<file path="config.mk">
export PLATFORM = sky130hd
export DESIGN_NAME = srtf_ctrl
export DESIGN_NICKNAME = d
export VERILOG_FILES = /design/src/hw/rtl/srtf_pkg.sv /design/src/hw/rtl/srtf_ctrl.sv
export SDC_FILE = /design/constraint.sdc
export NUM_CORES = 1
export LEC_CHECK = 0
export ABC_AREA = 1
export BUFFER_PORTS_ARGS = -buffer_cell sky130_fd_sc_hd__buf_2
export CELL_PAD_IN_SITES_DETAIL_PLACEMENT = 0
export CELL_PAD_IN_SITES_GLOBAL_PLACEMENT = 1
export CORE_AREA = 4 4 41 43
export CTS_BUF_LIST = sky130_fd_sc_hd__clkbuf_4
export DETAILED_ROUTE_END_ITERATION = 8
export DIE_AREA = 0 0 45 47
export PLACE_DENSITY_LB_ADDON = 0.1
export SYNTH_ARGS = -nofsm -noshare
export SYNTH_HDL_FRONTEND = slang
export SYNTH_SLANG_ARGS = --single-unit
export TNS_END_PERCENT = 100
</file>
<file path="constraint.sdc">
create_clock -name clk -period 1.2 [get_ports clk]
set_input_delay 0.12 -clock clk [delete_from_list [all_inputs] [get_ports clk]]
set_output_delay 0.12 -clock clk [all_outputs]
set_load 0.02 [all_outputs]
</file>
<file path="src/hw/rtl/srtf_pkg.sv">
`timescale 1ns / 1ps
`default_nettype none
// ----------------------------------------------------------------------------
// srtf_pkg: shared types and codes
// Controller commands, datapath status and fixed field widths of the scheduler.
// ----------------------------------------------------------------------------
package srtf_pkg;

	localparam int CAPACITY_DEF = 64;
	localparam int KEY_W        = 32;
	localparam int INFO_W       = 48;
	localparam int ENT_W        = KEY_W + INFO_W;
	localparam int WAIT_W       = 40;
	localparam int IN_W         = 64;

	// datapath operation codes
	localparam logic [3:0] OP_NONE     = 4'd0;
	localparam logic [3:0] OP_LOAD     = 4'd1;
	localparam logic [3:0] OP_REJECT   = 4'd2;
	localparam logic [3:0] OP_INS      = 4'd3;
	localparam logic [3:0] OP_IDLETICK = 4'd4;
	localparam logic [3:0] OP_POP      = 4'd5;
	localparam logic [3:0] OP_UPRD     = 4'd6;
	localparam logic [3:0] OP_UPMOVE   = 4'd7;
	localparam logic [3:0] OP_UPEND    = 4'd8;
	localparam logic [3:0] OP_DNRD     = 4'd9;
	localparam logic [3:0] OP_DNMOVE   = 4'd10;
	localparam logic [3:0] OP_DNEND    = 4'd11;
	localparam logic [3:0] OP_REPUSH   = 4'd12;
	localparam logic [3:0] OP_FIN      = 4'd13;

	typedef struct packed {
		logic [3:0] op;
	} cmd_t;

	typedef struct packed {
		logic is_tick;
		logic full;
		logic empty;
		logic hole_zero;
		logic up_less;
		logic dn_move;
		logic push_again;
		logic out_free;
	} stat_t;

endpackage
`default_nettype wire

</file>
<file path="src/hw/rtl/srtf_ctrl.sv">
`timescale 1ns / 1ps
`default_nettype none
// ----------------------------------------------------------------------------
// srtf_ctrl: scheduler sequencer
// Steps insert/reject, pop/idle tick, sift-down, sift-up and result load.
// ----------------------------------------------------------------------------
module srtf_ctrl import srtf_pkg::*; (
	input  wire logic  clk,
	input  wire logic  arst_n,
	input  wire logic  s_tvalid,
	output logic       s_tready,
	input  wire stat_t stat,
	output cmd_t       cmd
);

	localparam logic [2:0] ST_IDLE = 3'd0;
	localparam logic [2:0] ST_DISP = 3'd1;
	localparam logic [2:0] ST_UP   = 3'd2;
	localparam logic [2:0] ST_UPC  = 3'd3;
	localparam logic [2:0] ST_DN   = 3'd4;
	localparam logic [2:0] ST_DNC  = 3'd5;
	localparam logic [2:0] ST_PUSH = 3'd6;
	localparam logic [2:0] ST_FIN  = 3'd7;

	logic [2:0] state_q, state_d;

	assign s_tready = (state_q == ST_IDLE);

	always_comb begin
		state_d = state_q;
		cmd.op  = OP_NONE;
		unique case (state_q)
			ST_IDLE: begin
				if (s_tvalid) begin
					cmd.op  = OP_LOAD;
					state_d = ST_DISP;
				end
			end
			ST_DISP: begin
				if (!stat.is_tick) begin
					if (stat.full) begin
						cmd.op  = OP_REJECT;
						state_d = ST_FIN;
					end else begin
						cmd.op  = OP_INS;
						state_d = ST_UP;
					end
				end else if (stat.empty) begin
					cmd.op  = OP_IDLETICK;
					state_d = ST_FIN;
				end else begin
					cmd.op  = OP_POP;
					state_d = ST_DN;
				end
			end
			ST_UP: begin
				if (stat.hole_zero) begin
					cmd.op  = OP_UPEND;
					state_d = ST_FIN;
				end else begin
					cmd.op  = OP_UPRD;
					state_d = ST_UPC;
				end
			end
			ST_UPC: begin
				if (stat.up_less) begin
					cmd.op  = OP_UPMOVE;
					state_d = ST_UP;
				end else begin
					cmd.op  = OP_UPEND;
					state_d = ST_FIN;
				end
			end
			ST_DN: begin
				if (stat.empty) begin
					state_d = ST_PUSH;
				end else begin
					cmd.op  = OP_DNRD;
					state_d = ST_DNC;
				end
			end
			ST_DNC: begin
				if (stat.dn_move) begin
					cmd.op  = OP_DNMOVE;
					state_d = ST_DN;
				end else begin
					cmd.op  = OP_DNEND;
					state_d = ST_PUSH;
				end
			end
			ST_PUSH: begin
				if (stat.push_again) begin
					cmd.op  = OP_REPUSH;
					state_d = ST_UP;
				end else begin
					state_d = ST_FIN;
				end
			end
			ST_FIN: begin
				if (stat.out_free) begin
					cmd.op  = OP_FIN;
					state_d = ST_IDLE;
				end
			end
			default: state_d = ST_IDLE;
		endcase
	end

	always_ff @(posedge clk or negedge arst_n) begin
		if (!arst_n) begin
			state_q <= ST_IDLE;
		end else begin
			state_q <= state_d;
		end
	end

endmodule
`default_nettype wire

</file>
==> results.cfg, run 1 <==
[run_status]
status = finished with violations
violations = setup timing

[layout]
final_nets = 116
final_common_cell = buf_4
fin_area_um2 = 703
drive_gt1_frac = 0.481
postLayoutCoreUtil = 0.540
final_cell_mix = buf_4, inv_1, nand2_1, buf_2, nor2_1
areaGrowthSynthToFinish_pct = 83.1
largest_reg_flops = 3
top_register = state_q
diodes = 0
largest_registers = state_q (3)

[clock_network]
cts.sinks = 3
numCtsBuffers = 3
ctsHtreeMaxLevel = 1
cts_tree = built
cts_buffer_depth = 2
clock_latency_ns = 0.24
clkTransAtPathRegs_ns = 0.04
root_buffer = clkbuf_4

[setup_path]
reg2reg_depth = 8
worstPathRequired_ns = 1.08
path_delay_family = flip-flops
crit_path_top_delay_cell = dfrtp_2
cpPeakStageDelay_ns = 0.46
crit_fanout = 7
cp_num_buf_inv = 3
critPathArrivalTime_ns = 1.34
crit_type = flop to output pin
cp.depth = 8
cp-end-kind = output pin
crit_start = state_q[1]$_DFFE_PN0P_
cp-start-kind = flop
timing.rr.start = state_q[1]$_DFFE_PN0P_
cp_common_cell = inv_2
cp_cell_sequence = inv_2 > nand2_2 > nor2_4 > inv_2 > o21ai_2 > nor2_1 > nand2_1 > buf_6

[sta]
drv_slew = 0
fin_hold_ws_ns = 0.208
tightest_slew_ns = 0.219
fin_crit_ns = 1.46
relSlewSlack = 0.852
rsz0062_at_grt = true
final_hold_viol_count = 0
fin_ws_ns = -0.265
setup_viol = 6
max_freq_mhz = 683
finClkSkew_ns = 0.00722
period_share = 1.22

[logic_synthesis]
ys_types = 14
synth_fp_nets = 83
synth-simple-area-share = 0.515
synthAdderAreaFrac = 0
synth_top_family_by_area = simple AND/OR/NAND/NOR gates
synth.avg_cell_area_um2 = 5.33
netlist_instances = 72
ys_warn_count = 0
synth_compound_area_frac = 0.111
synthXorXnorAreaFrac = 0
muxShareOfSynthArea = 0
ys_ff_latch = 3
synth_area_um2 = 384
seq_area_frac_synth = 0.195

[route]
first_pass_iters = 4
vias = 580
routedWlPerCell_um = 11.5
ant_nets = 0
routed_via_density = 4.87
drt-total-wl_um = 1370
drc = 0
first_iter_violations = 14

[global_route]
grt_antenna_before_repair = 0
gr-total-overflow = 0
grt_pass1_wl_um = 2160
track_usage = 0.144
grt_max_degree = 12
grt_pass1_vias = 535

[floorplanning]
initial_utilization = 0.295
io_pins = 16
die_w_um = 45
die_h_um = 47
core-area_um2 = 1300
die-area_um2 = 2120
rows = 13

[min_path]
hold_path_class = primary input to asynchronous set/reset pin

[placement]
io_buffers = 15
post-dp-hpwl_um = 989
routabilityCongestion = 0.816
place_area_um2 = 548

[power]
switching_power_uw = 986
p_leak_nw = 0.395
internal_power_mw = 1.06
ir_drop_mv = 1.35
sw_frac_of_total = 0.481
powerDensity_nw_per_um2 = 2910
p_clk_frac = 0.104
pwr-share-comb = 0.766
seq_power_share = 0.130

[flow_run]
cap_violations = 0
## cell families after synthesis
family | after synthesis
and+or+nand+nor | 45
buffers and inverters | 17
AOI/OAI and AO/OA | 7
DFF | 3
## Yosys cell counts
cell type | count | area [um2]
a21oi_1 | 1 | 5.00
buf_2 | 1 | 5.00
buf_4 | 1 | 7.51
dfrtp_1 | 3 | 75.1
inv_1 | 15 | 56.3
nand2_1 | 15 | 56.3
nand3_1 | 9 | 45.0
nand3b_1 | 1 | 7.51
nand4_1 | 5 | 31.3
nor2_1 | 14 | 52.6
nor3_1 | 1 | 5.00
o211ai_1 | 2 | 15.0
o21a_1 | 1 | 7.51
o21ai_0 | 3 | 15.0
## worst paths after layout
check                                    endpoint  slack (ns)
min in group clk           state_q[1]$_DFFE_PN0P_        0.24
hold / removal             state_q[0]$_DFFE_PN0P_        0.21
setup reg to reg           state_q[0]$_DFFE_PN0P_       -0.07
setup / recovery                           cmd[0]       -0.26
max in group asynchronous  state_q[1]$_DFFE_PN0P_        0.87
hold reg to reg            state_q[1]$_DFFE_PN0P_        0.78
## repair_timing
item | CTS | global route
hold endpoints to repair | 3 | 0
cloned | 0 | 0
gates resized for setup | 17 | 8
endpoints found under the setup margin | 7 | 7
hold buffers | 1 | 0
pin swaps | 6 | 6
setup buffers | 3 | 4
## worst reg2reg max path, cell delays in order, from the launching register on
cell and delay, ns:
dfrtp_2 0.46, buf_4 0.16, buf_6 0.12, nand4_1 0.12
nand2_1 0.07, inv_1 0.05, nand2_1 0.04, nor2_1 0.10
nor2_1 0.04
## power groups by stage
stage               clock [mW]  combinational (mW)  sequential [mW]
floorplan                    0               0.806            0.203
global placement             0                1.21            0.238
detailed placement           0                1.20            0.241
CTS                      0.210                1.45            0.248
global route             0.231                1.71            0.273
finish                   0.212                1.57            0.267
## per-layer routing
layer,global-route usage,share of wire,vias to the layer above
met3,0.0460,0.045,6
li1,-,-,297
met4,0.0936,0.042,0
met1,0.166,0.42,260
met5,0,0,-
met2,0.229,0.49,17
## through the flow
| step | power (mW) | setup TNS (ns) | worst slack [ns] | std cells |
|---|---|---|---|---|
| floorplan | 1.01 | 0 | 0.0109 | 72 |
| global placement | 1.45 | -0.436 | -0.113 | 108 |
| detailed placement | 1.44 | -0.377 | -0.113 | 108 |
| CTS | 1.91 | -1.16 | -0.269 | 116 |
| global route | 2.21 | -1.75 | -0.344 | 119 |
| finish | 2.05 | -1.28 | -0.265 | 119 |
## area by class of cell
| type | count | area, um2 |
|---|---|---|
| tap | 15 | 18.8 |
| sequential | 3 | 77.6 |
| multi-input combinational | 52 | 293 |
| inverter | 15 | 56.3 |
| timing repair buffer | 30 | 228 |
| fill | 139 | 598 |
| clock buffer | 4 | 30.0 |
Power figures use the tool's default switching activity.
==> run 2: changes to the inputs <==
RECOVER_POWER = 100   (was not set)
TNS_END_PERCENT = 5   (was 100)
==> results.cfg, run 2 (synthesized netlist as in run 1, its figures left out) <==
[clock_network]
clkTransAtPathRegs_ns = 0.04
root_buffer = clkbuf_4
ctsHtreeMaxLevel = 1
cts.sinks = 3
cts_buffer_depth = 2
clock_latency_ns = 0.24
cts_tree = built
numCtsBuffers = 3

[layout]
postLayoutCoreUtil = 0.526
multi_input_area_um2 = 288
diodes = 0
final_common_cell = buf_4
final_nets = 115
drive_gt1_frac = 0.447
largest_registers = state_q (3)
fin_area_um2 = 684
final_cell_mix = buf_4, nand2_1, inv_1, nor2_1, buf_2
regArea_um2 = 77.6
top_register = state_q
fillCellCount = 144
areaGrowthSynthToFinish_pct = 78.2
largest_reg_flops = 3

[placement]
io_buffers = 15
post-dp-hpwl_um = 989
place_area_um2 = 548
routabilityCongestion = 0.816

[setup_path]
rr_endpoint = state_q[0]$_DFFE_PN0P_
cp-end-kind = output pin
worstPathRequired_ns = 1.08
r2r_slack_ns = -0.07
crit_type = flop to output pin
critPathArrivalTime_ns = 1.37
timing.rr.start = state_q[1]$_DFFE_PN0P_
crit_fanout = 5
cp-start-kind = flop
reg2reg_depth = 8

[sta]
tightest_slew_ns = 0.175
setup_viol = 6
relSlewSlack = 0.882
finClkSkew_ns = 0.00629
rsz0062_at_grt = true
final_hold_viol_count = 0
fin_ws_ns = -0.289
fin_crit_ns = 1.49
period_share = 1.24
drv_slew = 0
max_freq_mhz = 672

[floorplanning]
core-area_um2 = 1300
die_h_um = 47
die_w_um = 45
initial_utilization = 0.295
rows = 13
io_pins = 16
die-area_um2 = 2120

[route]
ant_nets = 0
first_iter_violations = 9
vias = 562
drc = 0
drt-total-wl_um = 1320
routedWlPerCell_um = 11.2
first_pass_iters = 4
routed_via_density = 4.76

[global_route]
grt_max_degree = 12
grt_pass1_vias = 518
gr-total-overflow = 0
track_usage = 0.142
grt_antenna_before_repair = 0
grt_pass1_wl_um = 2130

[power]
p_leak_nw = 0.385
power_mw = 2.02
powerDensity_nw_per_um2 = 2960
ir_drop_mv = 1.29

[min_path]
hold_end = state_q[1]$_DFFE_PN0P_
hold_path_class = primary input to flop
min_from = stat[5]
worstHoldPathCells = 3

[flow_run]
cap_violations = 0

[run_status]
violations = setup timing
status = finished with violations
-- run 2: area by class of cell --
type                            instances  share of cell area
Clock buffer                            4              0.0439
Inverter                               15              0.0823
Multi-Input combinational cell         52               0.420
Sequential cell                         3               0.113
Tap cell                               15              0.0274
Timing Repair Buffer                   29               0.313
-- run 2: worst max-delay path by stage --
| stage | slack (ns) | from | to |
|---|---|---|---|
| floorplan | 0.01 | state_q[2]$_DFFE_PN0P_ | cmd[1] |
| global placement | -0.11 | state_q[1]$_DFFE_PN0P_ | cmd[0] |
| detailed placement | -0.11 | state_q[1]$_DFFE_PN0P_ | cmd[0] |
| CTS | -0.27 | state_q[1]$_DFFE_PN0P_ | cmd[3] |
| global route | -0.35 | state_q[1]$_DFFE_PN0P_ | cmd[1] |
| finish | -0.29 | state_q[0]$_DFFE_PN0P_ | cmd[2] |
-- run 2: repair_timing --
item,in CTS,in global routing
setup endpoints to repair,7,7
pin swaps,4,6
hold buffers,1,0
setup buffers,3,2
resized for setup,11,11
hold endpoints to repair,3,0
-- run 2: metal layers --
layer	part of all wire	track usage
met1	0.43	0.166
met4	0.024	0.0877
met2	0.50	0.223
met5	0	0
met3	0.050	0.0460
-- run 2: power by group --
group	total (mW)	internal [mW]	switching [mW]
combinational	1.55	0.746	0.806
sequential	0.261	0.166	0.0945
clock	0.212	0.148	0.0640
total	2.02	1.06	0.965
-- run 2: worst max-delay path: stages, from the launching register on --
cell and delay, ns:
dfrtp_2 0.44, inv_2 0.10, buf_4 0.11, nand3_1 0.05, o21a_1 0.18, o211ai_1 0.08
buf_4 0.17
-- run 2: through the flow --
stage / hold WS, ns / TNS [ns] / worst slack, ns / std cells
after floorplan: -0.176 / 0 / 0.0109 / 72
after global placement: -0.0824 / -0.436 / -0.113 / 108
after detailed placement: -0.0774 / -0.377 / -0.113 / 108
after CTS: 0.211 / -1.26 / -0.269 / 116
after global routing: 0.217 / -1.79 / -0.352 / 118
final: 0.211 / -1.32 / -0.289 / 118
